<file path="config.mk">
export PLATFORM = sky130hd
export DESIGN_NAME = ckg_div
export DESIGN_NICKNAME = d
export VERILOG_FILES = /design/src/sv/ckg_pkg.sv /design/src/sv/ckg_div.sv
export SDC_FILE = /design/constraint.sdc
export NUM_CORES = 1
export LEC_CHECK = 0
export ABC_CLOCK_PERIOD_IN_PS = 3300
export BUFFER_PORTS_ARGS = -buffer_cell sky130_fd_sc_hd__clkbuf_2
export CAP_MARGIN = 15
export CORE_UTILIZATION = 45
export CTS_CLUSTER_DIAMETER = 80
export DETAILED_ROUTE_END_ITERATION = 10
export PLACE_DENSITY = 0.58
export RECOVER_POWER = 25
export SETUP_SLACK_MARGIN = 0.02
export SYNTH_ARGS = -nofsm -noshare
export SYNTH_HDL_FRONTEND = slang
export SYNTH_SLANG_ARGS = --single-unit
export TNS_END_PERCENT = 100
</file>
<file path="constraint.sdc">
create_clock -name clk -period 3.3 [get_ports clk]
set_input_delay 0.495 -clock clk [delete_from_list [all_inputs] [get_ports clk]]
set_output_delay 0.495 -clock clk [all_outputs]
set_load 0.02 [all_outputs]
</file>
<file path="src/sv/ckg_pkg.sv">
`timescale 1ns / 1ps
// ----------------------------------------------------------------------------
// ckg_pkg
// Shared constants, types and elaboration-time tables for the chroma-key
// composite with gamma correction.
// ----------------------------------------------------------------------------
package ckg_pkg;

	localparam int F        = 16;
	localparam int ONE      = 1 << F;
	localparam int MAG_W    = F + 5;
	localparam int PROD_W   = 29;
	localparam int LVL_W    = F + 1;
	localparam int CV_W     = F + 2;
	localparam int E_W      = PROD_W - 6;
	localparam int K_W      = E_W - F;
	localparam int KS_W     = $clog2(F + 2);
	localparam int CORR_LAT = F + 9;
	localparam int DIV_LAT  = 8;

	localparam int D100_S = 29;
	localparam logic [22:0] D100_M = 23'((64'd1 << D100_S) / 100);

	typedef enum logic [2:0] {
		REG_CONTRAST   = 3'd0,
		REG_BRIGHTNESS = 3'd1,
		REG_GAMMA      = 3'd2,
		REG_VALUE_ONLY = 3'd3,
		REG_HUE_BOUNDS = 3'd4,
		REG_SAT_BOUNDS = 3'd5,
		REG_VAL_BOUNDS = 3'd6
	} ckg_reg_t;

	typedef enum logic [1:0] {
		MAX_RED   = 2'd0,
		MAX_GREEN = 2'd1,
		MAX_BLUE  = 2'd2
	} ckg_max_t;

	typedef enum logic [2:0] {
		SEC_RED_YEL = 3'd0,
		SEC_YEL_GRN = 3'd1,
		SEC_GRN_CYN = 3'd2,
		SEC_CYN_BLU = 3'd3,
		SEC_BLU_MAG = 3'd4,
		SEC_MAG_RED = 3'd5
	} ckg_sec_t;

	typedef struct packed {
		logic [7:0]       contrast;
		logic [7:0]       gamma;
		logic [LVL_W-1:0] boff;
		logic             boff_neg;
	} ckg_corr_cfg_t;

	typedef logic [MAG_W-1:0] mag_tbl_t [256];
	typedef logic [F:0]       pow_tbl_t [1:F];

	// reciprocal estimate of n/100, low by at most one
	function automatic logic [PROD_W-1:0] div100_est(input logic [PROD_W-1:0] n);
		logic [PROD_W+22:0] pr;
		pr = (PROD_W+23)'(n) * (PROD_W+23)'(D100_M);
		return PROD_W'(pr >> D100_S);
	endfunction

	function automatic logic [PROD_W-1:0] div100_fix(input logic [PROD_W-1:0] n,
			input logic [PROD_W-1:0] q0);
		logic [PROD_W-1:0] rem;
		rem = n - q0 * PROD_W'(100);
		return (rem >= PROD_W'(100)) ? q0 + PROD_W'(1) : q0;
	endfunction

	function automatic longint unsigned isqrt(input longint unsigned v);
		longint unsigned r;
		longint unsigned b;
		longint unsigned w;
		r = 0;
		w = v;
		b = 64'd1 << 62;
		while (b > w) b = b >> 2;
		while (b != 0) begin
			if (w >= r + b) begin
				w = w - (r + b);
				r = (r >> 1) + b;
			end else begin
				r = r >> 1;
			end
			b = b >> 2;
		end
		return r;
	endfunction

	// magnitude of log2(x/255) in UQ.F for every nonzero 8-bit level; entry 0 is zero
	function automatic mag_tbl_t build_mag();
		mag_tbl_t tb;
		longint unsigned t;
		longint unsigned m;
		longint unsigned frac;
		int n;
		tb[0] = '0;
		for (int x = 1; x < 256; x++) begin
			t = (64'(x) * 64'(ONE) + 64'd127) / 255;
			if (t == 0) t = 1;
			n = 0;
			while ((t >> (n + 1)) != 0) n++;
			m = t << (F - n);
			frac = 0;
			for (int i = 1; i <= F; i++) begin
				m = (m * m) >> F;
				if (m >= 64'(2 * ONE)) begin
					m = m >> 1;
					frac = frac | (64'd1 << (F - i));
				end
			end
			tb[x] = MAG_W'(64'(F - n) * 64'(ONE) - frac);
		end
		return tb;
	endfunction

	// factors 2^-(2^-i) from a chain of floor square roots
	function automatic pow_tbl_t build_pow();
		pow_tbl_t tb;
		longint unsigned a;
		a = isqrt(64'(ONE / 2) << F);
		for (int i = 1; i <= F; i++) begin
			tb[i] = (F+1)'(a);
			a = isqrt(a << F);
		end
		return tb;
	endfunction

	localparam mag_tbl_t MAG_TBL = build_mag();
	localparam pow_tbl_t POW_TBL = build_pow();

endpackage

</file>
<file path="src/sv/ckg_div.sv">
`timescale 1ns / 1ps
// ----------------------------------------------------------------------------
// ckg_div
// Pipelined restoring divider, one quotient bit per stage, 8-bit quotient.
// ----------------------------------------------------------------------------
module ckg_div (
	input  logic        clk,
	input  logic        en,
	input  logic [16:0] num,
	input  logic [8:0]  den,
	output logic [7:0]  quo
);
	localparam int N = ckg_pkg::DIV_LAT;

	logic [16:0] rem_s [1:N];
	logic [8:0]  den_s [1:N];
	logic [7:0]  q_s   [1:N];

	for (genvar j = 1; j <= N; j++) begin : g_stage
		logic [16:0] rem_p;
		logic [8:0]  den_p;
		logic [7:0]  q_p;
		logic [16:0] trial;
		if (j == 1) begin : g_first
			assign rem_p = num;
			assign den_p = den;
			assign q_p   = '0;
		end else begin : g_next
			assign rem_p = rem_s[j-1];
			assign den_p = den_s[j-1];
			assign q_p   = q_s[j-1];
		end
		assign trial = 17'(den_p) << (N - j);
		always_ff @(posedge clk) begin
			if (en) begin
				den_s[j] <= den_p;
				if (rem_p >= trial) begin
					rem_s[j] <= rem_p - trial;
					q_s[j]   <= q_p | (8'd1 << (N - j));
				end else begin
					rem_s[j] <= rem_p;
					q_s[j]   <= q_p;
				end
			end
		end
	end

	assign quo = q_s[N];
endmodule

</file>
Word level (Yosys, flattened, before mapping)
Memory sizes are Yosys's and may differ from the RTL's.
Index checks and enable logic that the tools add are counted.

word-level totals
  register bits after elaboration = 0
  memory bits (writable) = 272
  bits of input ports = 28
  output and inout bits = 8
  logic and storage cells = 101
  memories = 3

memories
  name   depth  width  read ports  clocked after memory_dff  wr ports  RTL line       RTL
  rem_s  8      17     7           0                         8         ckg_div.sv:15  logic [16:0] rem_s [1:N];
  den_s  8      9      7           0                         8         ckg_div.sv:16  logic [8:0] den_s [1:N];
  q_s    8      8      8           0                         8         ckg_div.sv:17  logic [7:0] q_s [1:N];

operators by class
  add/sub/neg operators = 8
  order comparisons = 8
  muxes and demuxes = 66
  bitwise operators = 16

operators with widths
  kind            count
  $mux 17         8
  $mux 8          8
  $mux 1          50
  $ge 17x10->1    1
  $ge 17x11->1    1
  $ge 17x12->1    1
  $ge 17x13->1    1
  $ge 17x14->1    1
  $ge 17x15->1    1
  $ge 17x16->1    1
  $ge 17x9->1     1
  $sub 17x10->17  1
  $sub 17x11->17  1
  $sub 17x12->17  1
  $sub 17x13->17  1
  $sub 17x14->17  1
  $sub 17x15->17  1
  $sub 17x16->17  1
  $sub 17x9->17   1
  $or 1x1->1      16

Longest topological paths before layout
An unclocked memory read counts as a cell.

  word-level depth = 6
  depth in mapped cells = 12
  depth with buffers taken out = 11

Least setup slack after synthesis
No wires, ideal clock.

  kind = flip-flop to flip-flop
  from = register rem_s[0][103] (netlist name)
  to = register rem_s[0][127] (netlist name)
  library setup time = 0.260 ns
  data arrival time = 2.579 ns
  data required time = 3.040 ns
  setup slack = 0.461 ns
  stages on the path, launching flop included = 12
  buffers on the path = 0
  clock period less this slack = 2.839 ns
  cells stage by stage = edfxtp_1 -> inv_1 -> ha_1 -> inv_1 -> fa_1 -> a211oi_1 -> nor2_1 -> o21a_1 -> o21ai_0 -> nand2_1 -> a2111o_1 -> mux2_2

==> impl_metrics.py <==
metrics = {
    "final_layout": {
        "drive_above_1_share_pct": 9.269,
        "final_cell_area_um2": 12400,
        "syn_to_final_growth_pct": 12.40,
        "fill_cells": 2026,
        "layout.nets": 1060,
        "insertedDiodeCount": 0,
    },
    "sta": {
        "setup_viol": 0,
        "tightestPinTransition_ns": 0.8264,
        "rsz0062_at_grt": "false",
        "hold_violations": 0,
        "finalCritPeriodShare_pct": 92.09,
        "min_period_ns": 3.039,
        "skew_ns": 0.009927,
        "fin_tns_setup_ns": 0,
        "relSlewSlack_pct": 44.91,
        "maxSlewViolCount": 0,
        "max_freq_mhz": 329.1,
    },
    "cts": {
        "ctsHoldBuffers": 0,
        "clk_pin_slew_ns": 0.06,
        "root_buffer": "clkbuf_16",
        "cts_tree": "yes",
        "cts-buffers-inserted": 24,
        "htreeDepth": 1,
        "cts_setup_buffers": 0,
        "cts_buffer_depth": 3,
        "numClockSinks": 218,
        "clock_latency_ns": 0.51,
    },
    "global_route": {
        "grt_pass1_vias": 6712,
        "grt_usage_pct": 15.75,
        "antenna_found_initial": 0,
        "grt_pass1_wl_um": 30950,
        "grt_overflow_total": 0,
        "grt_max_degree": 71,
    },
    "yosys": {
        "synth_edf_count": 218,
        "yosysSeqAreaShare_pct": 59.35,
        "ys.flop_type": "edfxtp_1",
        "syn_area_um2": 11030,
        "syn_nets": 1003,
        "netlist_instances": 896,
        "synth-seq-cells": 218,
        "yosys_warnings": 0,
        "yosys.cell_types.count": 56,
        "async_flop_share_pct": 0,
        "avgSynthCellArea_um2": 12.31,
    },
    "pwr": {
        "seq_power_share_pct": 45.9,
        "p_int_mw": 6.272,
        "power.switching_mw": 2.449,
        "swShare_pct": 28.08,
        "p_comb_share_pct": 24.9,
        "power.density_nw_per_um2": 703.4,
        "clkPwrFrac_pct": 29.2,
        "peakVddDrop_v": 0.0002771,
        "p_leak_nw": 4.848,
    },
    "drt": {
        "drtAntennaViolNets": 0,
        "drt_iter0_markers": 254,
        "first_pass_iters": 5,
        "drc": 0,
        "avgRoutedWirePerCell_um": 14.69,
        "num_vias": 6686,
        "wl_um": 18950,
        "avgViaCountPerCell": 5.183,
    },
    "floorplan": {
        "ioPinCount": 36,
        "die_y_um": 158.6,
        "die_x_um": 158.6,
        "die_area_um2": 25140,
        "rows": 56,
        "initial_utilization_pct": 46.44,
        "core_um2": 23750,
    },
    "setup_path": {
        "crit_slowest_cell": "or4_4",
        "crit_type": "reg -> reg",
        "cp-startpoint": "rem_s[0][111]",
        "worstPathRequired_ns": 3.55,
        "critPathCaptureType": "flip-flop",
        "endpoint": "rem_s[0][126]",
        "cp_cell_sequence": "ha_1 -> or4_4 -> nor3_2 -> nand2b_1 -> or3_1 -> a221o_1 -> mux2_4",
        "critical-path-max-stage-delay_ns": 0.56,
        "crit_fanout": 10,
        "critPathArrivalTime_ns": 3.29,
        "start_kind": "flip-flop",
        "regToRegEndpoint": "rem_s[0][126]",
        "rrSetupSlack_ns": 0.26,
        "r2r_start": "rem_s[0][111]",
        "reg2reg_depth": 7,
    },
    "outcome": {
        "status": "completed",
    },
    "placed_design": {
        "portBuffers": 35,
        "gp_congestion": 0.8889,
        "dpl_cell_area_um2": 11650,
        "hpwl_um": 14180,
    },
    "min_path": {
        "min_path_type": "in -> reg",
        "hold_start": "den[8]",
    },
    "job": {
        "cap_violations": 0,
    },
}
-- flip-flops by register name, summed over array words and instances, names as in the netlist --
register	count
rem_s	119
den_s	63
q_s	36
-- power groups by stage --
stage	Sequential, mW	Combinational, mW	Clock [mW]
floorplan	3.97	1.73	0
global placement	4.06	2.14	0
detailed placement	4.06	2.17	0
CTS	4.01	2.19	2.63
global route	4.06	2.45	2.74
finish	4.00	2.17	2.55
-- how the worst min path moves through the flow --
stage / endpoint / cells after the start
CTS: den_s[0][17] / 1
global route: den_s[0][16] / 1
global placement: q_s[0][59] / 0
floorplan: q_s[0][23] / 0
detailed placement: q_s[0][47] / 0
finish: den_s[0][17] / 1
-- synthesized netlist by cell type, types with 7 or more instances --
library cell    n  area share (%)
xor2_1         31             2.5
o31a_1          7            0.56
a21o_1         16             1.1
nor3_1         13            0.59
o21ai_0        55             2.5
nand2_1        58             2.0
nor2_1         66             2.2
clkbuf_1       18            0.61
nor4_1         13            0.74
ha_1           72             8.2
xnor2_1        30             2.4
nand3_1         8            0.36
fa_1            7             1.3
nand2b_1       21             1.2
a211oi_1        8            0.54
a21oi_1        56             2.5
o21a_1         11            0.75
inv_1          87             3.0
mux2_2          9            0.92
edfxtp_1      218              59
nor2b_1        13            0.74
-- layer usage --
metal | global-route usage, % | vias to the layer above | wire length, um
li1 | - | 3392 | -
met2 | 31.56 | 128 | 10350
met3 | 2.395 | 52 | 585
met4 | 7.784 | 0 | 793
met1 | 15.46 | 3114 | 7224
met5 | 0 | - | 0
-- logic make-up (layout without fill, tap and decap cells) --
logic type / Yosys count / in the layout / share of synthesized area [%]
buf+inv: 106 / 181 / 3.675
flops: 218 / 218 / 59.35
xor+xnor: 61 / 61 / 4.843
fa+ha+maj: 79 / 79 / 9.437
compound gates: 185 / 185 / 10.44
mux: 14 / 14 / 1.599
simple gates: 233 / 233 / 10.66
-- timing repair --
item	4_1_cts	5_1_grt
gates resized for setup	0	1
setup endpoints to repair	0	2
endpoints found under the hold margin	0	0
-- placed cells by master (no fill, tap or decap), drive strengths merged, types with 3 or more instances in the layout --
cell,instances
o21a,11
nand4,4
clkinv,9
edfxtp,218
mux2,14
or4b,3
o2111ai,3
xnor2,30
and3,4
clkbuf,65
a21oi,56
a211oi,8
o21ai,57
nor2b,13
o31ai,4
inv,87
nor2,66
buf,16
nand4b,5
nor4,13
nor3,14
nand2,58
nand3,8
nand3b,6
fa,7
or3,6
o31a,7
xor2,31
or4,3
ha,72
nand2b,21
or2,3
o211ai,3
a21o,16
-- cell type report --
cell class	instances	area, um^2	area share [%]
clock inverter	13	111.4	0.8982
timing repair buffer	50	281.5	2.271
sequential	218	6546	52.80
inverter	87	326.6	2.634
clock buffer	31	648.1	5.228
multi-input combinational	572	4085	32.95
tap	319	399.1	3.219
-- critical path: cells and delay by family (launching register included) --
kind / cells / cell delay, ns
AND/OR/NAND/NOR: 4 / 1.27
AO/OA/AOI/OAI: 1 / 0.49
flip-flops: 1 / 0.40
multiplexers: 1 / 0.37
adder cells (fa/ha/maj): 1 / 0.26
-- through the flow --
stage / utilization (%) / worst slack (ns) / total power, mW / hold slack, ns / instances
finish: 52.20 / 0.2612 / 8.720 / 0.1817 / 1290
global route: 52.20 / 0.1114 / 9.258 / 0.1559 / 1290
CTS: 52.27 / 0.1584 / 8.824 / 0.1519 / 1290
detailed placement: 49.07 / 0.1840 / 6.235 / 0.4045 / 1246
global placement: 49.07 / 0.2351 / 6.197 / 0.4021 / 1246
floorplan: - / 0.4614 / 5.695 / 0.4003 / 896
(Power assumes the default switching activity.)
